### src/hw/rtl/fmpd_pkg.sv
package fmpd_pkg;

  // Defaults for the top-level parameters.
  localparam int CordicStagesDef = 16;
  localparam int SampleBitsDef   = 16;
  localparam int MaxStages       = 24;

  // Phase word and gain format.
  localparam int PhaseW       = 16;
  localparam int GainW        = 16;
  localparam int GainFracBits = 12;
  localparam int DemodW       = 20;
  localparam logic [PhaseW-1:0] PhasePi = 16'h8000;
  localparam logic signed [GainW-1:0] GainReset = 16'sd4096;

  // Register file: one register at byte address 0.
  localparam int ApbAddrW = 3;
  localparam int ApbDataW = 32;
  localparam logic RegDemodGain = 1'b0;

  // Input sample transfer.
  typedef struct packed {
    logic signed [15:0] i_sample;
    logic signed [15:0] q_sample;
    logic               block_end;
  } in_item_t;

  // Output result transfer.
  typedef struct packed {
    logic signed [DemodW-1:0] demod_value;
    logic                     block_end_out;
  } out_item_t;

  // Control that travels with the data along the cell chain.
  typedef struct packed {
    logic valid;
    logic zero;
    logic block_end;
  } cell_ctl_t;

  // Rotation angle of iteration k, in units of pi/32768.
  function automatic logic [PhaseW-1:0] atan_const(input int k);
    logic [PhaseW-1:0] a;
    case (k)
      0:       a = 16'd8192;
      1:       a = 16'd4836;
      2:       a = 16'd2555;
      3:       a = 16'd1297;
      4:       a = 16'd651;
      5:       a = 16'd326;
      6:       a = 16'd163;
      7:       a = 16'd81;
      8:       a = 16'd41;
      9:       a = 16'd20;
      10:      a = 16'd10;
      11:      a = 16'd5;
      12:      a = 16'd3;
      13:      a = 16'd1;
      14:      a = 16'd1;
      default: a = 16'd0;
    endcase
    return a;
  endfunction

endpackage

### src/hw/rtl/fmpd_cell.sv
module fmpd_cell #(
  parameter int XW    = 19,
  parameter int STAGE = 0
) (
  input  logic                     clk_i,
  input  logic                     rst_ni,
  input  logic                     en_i,
  input  fmpd_pkg::cell_ctl_t      ctl_i,
  input  logic signed [XW-1:0]     x_i,
  input  logic signed [XW-1:0]     y_i,
  input  logic [fmpd_pkg::PhaseW-1:0] z_i,
  output fmpd_pkg::cell_ctl_t      ctl_o,
  output logic signed [XW-1:0]     x_o,
  output logic signed [XW-1:0]     y_o,
  output logic [fmpd_pkg::PhaseW-1:0] z_o
);
  import fmpd_pkg::*;

  logic signed [XW-1:0] xs, ys;
  logic signed [XW-1:0] x_d, y_d, x_q, y_q;
  logic [PhaseW-1:0]    z_d, z_q;
  cell_ctl_t            ctl_q;

  // One vectoring rotation: drive y toward zero and track the angle.
  always_comb begin
    xs = x_i >>> STAGE;
    ys = y_i >>> STAGE;
    if (!y_i[XW-1]) begin
      x_d = x_i + ys;
      y_d = y_i - xs;
      z_d = z_i + atan_const(STAGE);
    end else begin
      x_d = x_i - ys;
      y_d = y_i + xs;
      z_d = z_i - atan_const(STAGE);
    end
  end

  // Control register; cleared by reset.
  always_ff @(posedge clk_i or negedge rst_ni) begin
    if (!rst_ni) begin
      ctl_q <= '0;
    end else if (en_i) begin
      ctl_q <= ctl_i;
    end
  end

  // Data registers hand the vector to the next cell.
  always_ff @(posedge clk_i) begin
    if (en_i) begin
      x_q <= x_d;
      y_q <= y_d;
      z_q <= z_d;
    end
  end

  assign ctl_o = ctl_q;
  assign x_o   = x_q;
  assign y_o   = y_q;
  assign z_o   = z_q;

endmodule

### src/hw/rtl/fm_phase_discriminator.sv
// Path: input register, row of CORDIC cells, output register, in that order.
// Throughput: one item per cycle; the row of CORDIC cells advances as one pipeline
// and holds only while a finished result waits at the output under stall.
// Reset: asynchronous, active low; empties the pipeline, sets the previous phase
// to zero and the gain to 1.0 (4096 in Q4.12).
module fm_phase_discriminator #(
  parameter int CORDIC_STAGES = fmpd_pkg::CordicStagesDef,
  parameter int SAMPLE_BITS   = fmpd_pkg::SampleBitsDef
) (
  input  logic                            clk_i,
  input  logic                            rst_ni,
  input  logic                            in_valid_i,
  output logic                            in_stall_o,
  input  fmpd_pkg::in_item_t              in_data_i,
  output logic                            out_valid_o,
  input  logic                            out_stall_i,
  output fmpd_pkg::out_item_t             out_data_o,
  input  logic                            psel,
  input  logic                            penable,
  input  logic                            pwrite,
  input  logic [fmpd_pkg::ApbAddrW-1:0]   paddr,
  input  logic [fmpd_pkg::ApbDataW-1:0]   pwdata,
  output logic [fmpd_pkg::ApbDataW-1:0]   prdata,
  output logic                            pready
);
  import fmpd_pkg::*;

  localparam int XW  = SAMPLE_BITS + 3;
  localparam int SHR = (SAMPLE_BITS < 16) ? 16 - SAMPLE_BITS : 0;
  localparam int SHL = (SAMPLE_BITS > 16) ? SAMPLE_BITS - 16 : 0;

  logic adv;
  logic cfg_wr;

  logic signed [GainW-1:0]  gain_q;
  logic [PhaseW-1:0]        last_phase_q;

  cell_ctl_t            ctl_c [CORDIC_STAGES+1];
  logic signed [XW-1:0] x_c   [CORDIC_STAGES+1];
  logic signed [XW-1:0] y_c   [CORDIC_STAGES+1];
  logic [PhaseW-1:0]    z_c   [CORDIC_STAGES+1];

  logic signed [39:0]   i_wide, q_wide;
  logic signed [XW-1:0] i_scl, q_scl;
  cell_ctl_t            pre_ctl_d;
  logic signed [XW-1:0] pre_x_d, pre_y_d;
  logic [PhaseW-1:0]    pre_z_d;

  logic [PhaseW-1:0]        phase;
  logic signed [PhaseW-1:0] diff;
  logic signed [31:0]       prod;
  logic signed [31:0]       prod_sh;

  logic      out_valid_q;
  out_item_t out_data_q;

  // The whole pipeline moves unless a result is held at the output.
  assign in_stall_o = out_valid_q && out_stall_i;
  assign adv        = !in_stall_o;

  // Configuration port: single gain register.
  assign pready = 1'b1;
  assign cfg_wr = psel && penable && pwrite && pready && (paddr[2] == RegDemodGain);

  always_ff @(posedge clk_i or negedge rst_ni) begin
    if (!rst_ni) begin
      gain_q <= GainReset;
    end else if (cfg_wr) begin
      gain_q <= signed'(pwdata[GainW-1:0]);
    end
  end

  always_comb begin
    if (paddr[2] == RegDemodGain) begin
      prdata = ApbDataW'(gain_q);
    end else begin
      prdata = '0;
    end
  end

  // Rescale samples to the datapath width and fold into the right half plane.
  always_comb begin
    i_wide = {{24{in_data_i.i_sample[15]}}, in_data_i.i_sample};
    q_wide = {{24{in_data_i.q_sample[15]}}, in_data_i.q_sample};
    i_scl  = XW'((i_wide >>> SHR) <<< SHL);
    q_scl  = XW'((q_wide >>> SHR) <<< SHL);
    pre_ctl_d.valid     = in_valid_i;
    pre_ctl_d.zero      = (i_scl == '0) && (q_scl == '0);
    pre_ctl_d.block_end = in_data_i.block_end;
    if (i_scl[XW-1]) begin
      pre_x_d = -i_scl;
      pre_y_d = -q_scl;
      pre_z_d = PhasePi;
    end else begin
      pre_x_d = i_scl;
      pre_y_d = q_scl;
      pre_z_d = '0;
    end
  end

  always_ff @(posedge clk_i or negedge rst_ni) begin
    if (!rst_ni) begin
      ctl_c[0] <= '0;
    end else if (adv) begin
      ctl_c[0] <= pre_ctl_d;
    end
  end

  always_ff @(posedge clk_i) begin
    if (adv) begin
      x_c[0] <= pre_x_d;
      y_c[0] <= pre_y_d;
      z_c[0] <= pre_z_d;
    end
  end

  // Row of CORDIC cells, one rotation each.
  for (genvar k = 0; k < CORDIC_STAGES; k++) begin : g_cell
    fmpd_cell #(
      .XW    (XW),
      .STAGE (k)
    ) u_cell (
      .clk_i  (clk_i),
      .rst_ni (rst_ni),
      .en_i   (adv),
      .ctl_i  (ctl_c[k]),
      .x_i    (x_c[k]),
      .y_i    (y_c[k]),
      .z_i    (z_c[k]),
      .ctl_o  (ctl_c[k+1]),
      .x_o    (x_c[k+1]),
      .y_o    (y_c[k+1]),
      .z_o    (z_c[k+1])
    );
  end

  // Wrapped phase difference scaled by the gain; the x magnitude is unused.
  always_comb begin
    phase   = ctl_c[CORDIC_STAGES].zero ? '0 : z_c[CORDIC_STAGES];
    diff    = signed'(phase - last_phase_q);
    prod    = 32'(diff) * 32'(gain_q);
    prod_sh = prod >>> GainFracBits;
  end

  always_ff @(posedge clk_i or negedge rst_ni) begin
    if (!rst_ni) begin
      out_valid_q  <= 1'b0;
      last_phase_q <= '0;
    end else if (adv) begin
      out_valid_q <= ctl_c[CORDIC_STAGES].valid;
      if (ctl_c[CORDIC_STAGES].valid) begin
        last_phase_q <= phase;
      end
    end
  end

  always_ff @(posedge clk_i) begin
    if (adv) begin
      out_data_q.demod_value   <= prod_sh[DemodW-1:0];
      out_data_q.block_end_out <= ctl_c[CORDIC_STAGES].block_end;
    end
  end

  assign out_valid_o = out_valid_q;
  assign out_data_o  = out_data_q;

`ifndef SYNTH
  // An item leaving the last cell becomes the pending result.
  a_last_to_out: assert property (@(posedge clk_i) disable iff (!rst_ni)
    (adv && ctl_c[CORDIC_STAGES].valid) |=> out_valid_o)
    else $error("item from last cell did not reach the output");

  // The previous phase only changes when an item reaches the output stage.
  a_phase_hold: assert property (@(posedge clk_i) disable iff (!rst_ni)
    !(adv && ctl_c[CORDIC_STAGES].valid) |=> $stable(last_phase_q))
    else $error("previous phase changed without an item");

  // A gain write lands in the register.
  a_gain_write: assert property (@(posedge clk_i) disable iff (!rst_ni)
    cfg_wr |=> (gain_q == $past(signed'(pwdata[GainW-1:0]))))
    else $error("gain register write lost");

  // While stalled, the pipeline does not admit a new transfer.
  a_stall_hold: assert property (@(posedge clk_i) disable iff (!rst_ni)
    in_stall_o |=> $stable(ctl_c[0]))
    else $error("first stage moved while stalled");
`endif

endmodule
### config.mk
export PLATFORM = sky130hd
export DESIGN_NAME = fm_phase_discriminator
export DESIGN_NICKNAME = d
export VERILOG_FILES = /design/src/hw/rtl/fmpd_pkg.sv /design/src/hw/rtl/fmpd_cell.sv /design/src/hw/rtl/fm_phase_discriminator.sv
export SDC_FILE = /design/constraint.sdc
export NUM_CORES = 2
export LEC_CHECK = 0
export ABC_AREA = 1
export BUFFER_PORTS_ARGS = -buffer_cell sky130_fd_sc_hd__buf_2
export CORE_ASPECT_RATIO = 0.7
export CORE_UTILIZATION = 50
export CTS_CLUSTER_DIAMETER = 40
export DETAILED_ROUTE_END_ITERATION = 8
export PLACE_DENSITY_LB_ADDON = 0.12
export SYNTH_ARGS = -nofsm -noshare
export SYNTH_HDL_FRONTEND = slang
export SYNTH_HIERARCHICAL = 1
export SYNTH_SLANG_ARGS = --single-unit
### constraint.sdc
create_clock -name clk_i -period 56.8 [get_ports clk_i]
set_clock_uncertainty 0.1 [all_clocks]
set_input_delay 5.68 -clock clk_i [delete_from_list [all_inputs] [get_ports clk_i]]
set_output_delay 5.68 -clock clk_i [all_outputs]
set_load 0.005 [all_outputs]
==> flow_summary.json <==
{
  "syn_to_final_growth_pct": 9.357,
  "min_path_type": "reg -> reg",
  "nFillCells": 16360,
  "io_buffers": 111,
  "cts.clk_slew.worst_paths_ps": 60,
  "status": "finished, final reports clean",
  "boundaryPins": 131,
  "initial_core_util_pct": 50.58,
  "clock-root-buffer": "clkbuf_16",
  "rsz0062_at_grt": "no",
  "path_max_fanout": 56,
  "cp-end-kind": "output port",
  "gp_congestion": 0.9801,
  "grt_pass1_wl_um": 378000,
  "dp_hpwl_um": 193800,
  "grt_overflow": 0,
  "via_count": 74760,
  "synth.avg_cell_area_um2": 7.507,
  "antenna_found_initial": 5,
  "cts_setup_buffers": 0,
  "drc": 0,
  "die_w_um": 500.4,
  "die_area_mm2": 0.1756,
  "fin_util_pct": 55.31,
  "worstSetupPathType": "in -> out",
  "viasPerCell": 5.262,
  "dr.pass1.iters": 8,
  "drt-initial-drc-count": 6524,
  "period_share_pct": 22.07,
  "core_area_mm2": 0.1719,
  "cts_hold_buf": 0,
  "synth_warnings": 6,
  "slew_violations": 0,
  "insertion_delay_ps": 800,
  "drv_cap": 0,
  "h-tree-depth": 4,
  "post_cts_resize_count": 0,
  "slew-limit-headroom_pct": 24.51,
  "cts_tree": "done",
  "clock_sinks": 881,
  "fin_nets": 12990,
  "fin_setup_tns_ps": 0,
  "setup-violations-final": 0,
  "cts.path.max_buffers": 3,
  "tightest_slew_ps": 1132,
  "hold_slack_ps": 306.2,
  "wire_per_inst_um": 16.72,
  "finalHoldViolCount": 0,
  "wl_um": 237600,
  "start_kind": "input pin",
  "final.min_clock_period_ps": 12530,
  "cts_made_buffers": 144,
  "syn_area_mm2": 0.08696,
  "drtAntennaViolNets": 0,
  "first_global_vias": 69460,
  "grtUsageTotal_pct": 27.13,
  "fmax_mhz": 79.78,
  "layout-drive-gt1-share_pct": 6.773,
  "cp.required_ps": 51020,
  "num_rows": 127,
  "die_h_um": 350.9,
  "cp_data_arrival_time_ps": 6750,
  "grt_start_max_net_pins": 161,
  "synth_cells": 11580
}
-- placed cells by master (no fill, tap or decap), types with 65 or more instances in the layout --
cell / n
dfrtp_1: 83
nor3_1: 74
fa_1: 305
a21oi_1: 780
ha_1: 839
xnor2_1: 128
nand3_1: 706
nor2_2: 77
nand2_2: 83
inv_1: 1778
xor2_1: 473
and2_1: 68
edfxtp_1: 797
nand2_1: 3331
nand3_2: 65
clkbuf_16: 147
o21ai_0: 344
buf_2: 110
nor2_1: 1060
-- worst paths after layout --
kind	slack, ps	start	to	cells after the start
worst max-delay path	44270	out_stall_i	in_stall_o	4
worst min-delay path	310	g_cell[14].u_cell/z_o[9]	g_cell[15].u_cell/z_o[9]	0
worst max register to register	47890	g_cell[15].u_cell/ctl_o[1]	out_data_o[9]	26
worst min register to register	310	g_cell[14].u_cell/z_o[9]	g_cell[15].u_cell/z_o[9]	0
max in group asynchronous	50650	rst_ni	last_phase_q[13]	2
min in group asynchronous	4670	rst_ni	ctl_c[50]	1
-- layer usage --
metal | track usage (%) | vias up | part of all wire [%]
li1 | - | 37700 | -
met1 | 43.05 | 34480 | 52
met2 | 35.50 | 2326 | 36
met3 | 7.971 | 256 | 10
met4 | 4.903 | 4 | 1.6
met5 | 0.2709 | - | 0.033
-- flip-flops by register name (all words and copies together), names as in the netlist --
signal / flops
x_c: 19
ctl_c: 3
g_cell.u_cell/y_o: 248
z_c: 1
out_valid_o: 1
last_phase_q: 16
g_cell.u_cell/ctl_o: 48
gain_q: 16
g_cell.u_cell/x_o: 233
g_cell.u_cell/z_o: 256
out_data_o: 21
y_c: 19
-- worst max-delay path: stages --
cell and delay [ps]:
buf_2 110, nand2_4 490, inv_1 260, buf_2 200
-- layout make-up --
| cell class | instances | area, µm² | area share [%] |
|---|---|---|---|
| flip-flops and latches | 881 | 26040 | 27.38 |
| clock buffers | 154 | 3735 | 3.928 |
| inverters | 1832 | 6888 | 7.243 |
| multi-input cells | 8765 | 53390 | 56.15 |
| diodes | 2 | 5.005 | 0.005263 |
| well taps | 2322 | 2905 | 3.055 |
| repair buffers | 143 | 823.3 | 0.8658 |
| clock inverters | 110 | 1309 | 1.376 |
-- metrics by stage --
step	instance area [µm²]	worst slack [ps]	instances
final	95090	44270	14210
after global routing	95090	44120	14210
after floorplan	87020	25260	11600
after detailed placement	90050	44200	13940
after CTS	95090	44200	14210
after global placement	90050	44250	13940
Power is left out: the tool's default activity adds up to more than one toggle a clock period on the data nets, which glitch-free logic cannot reach.
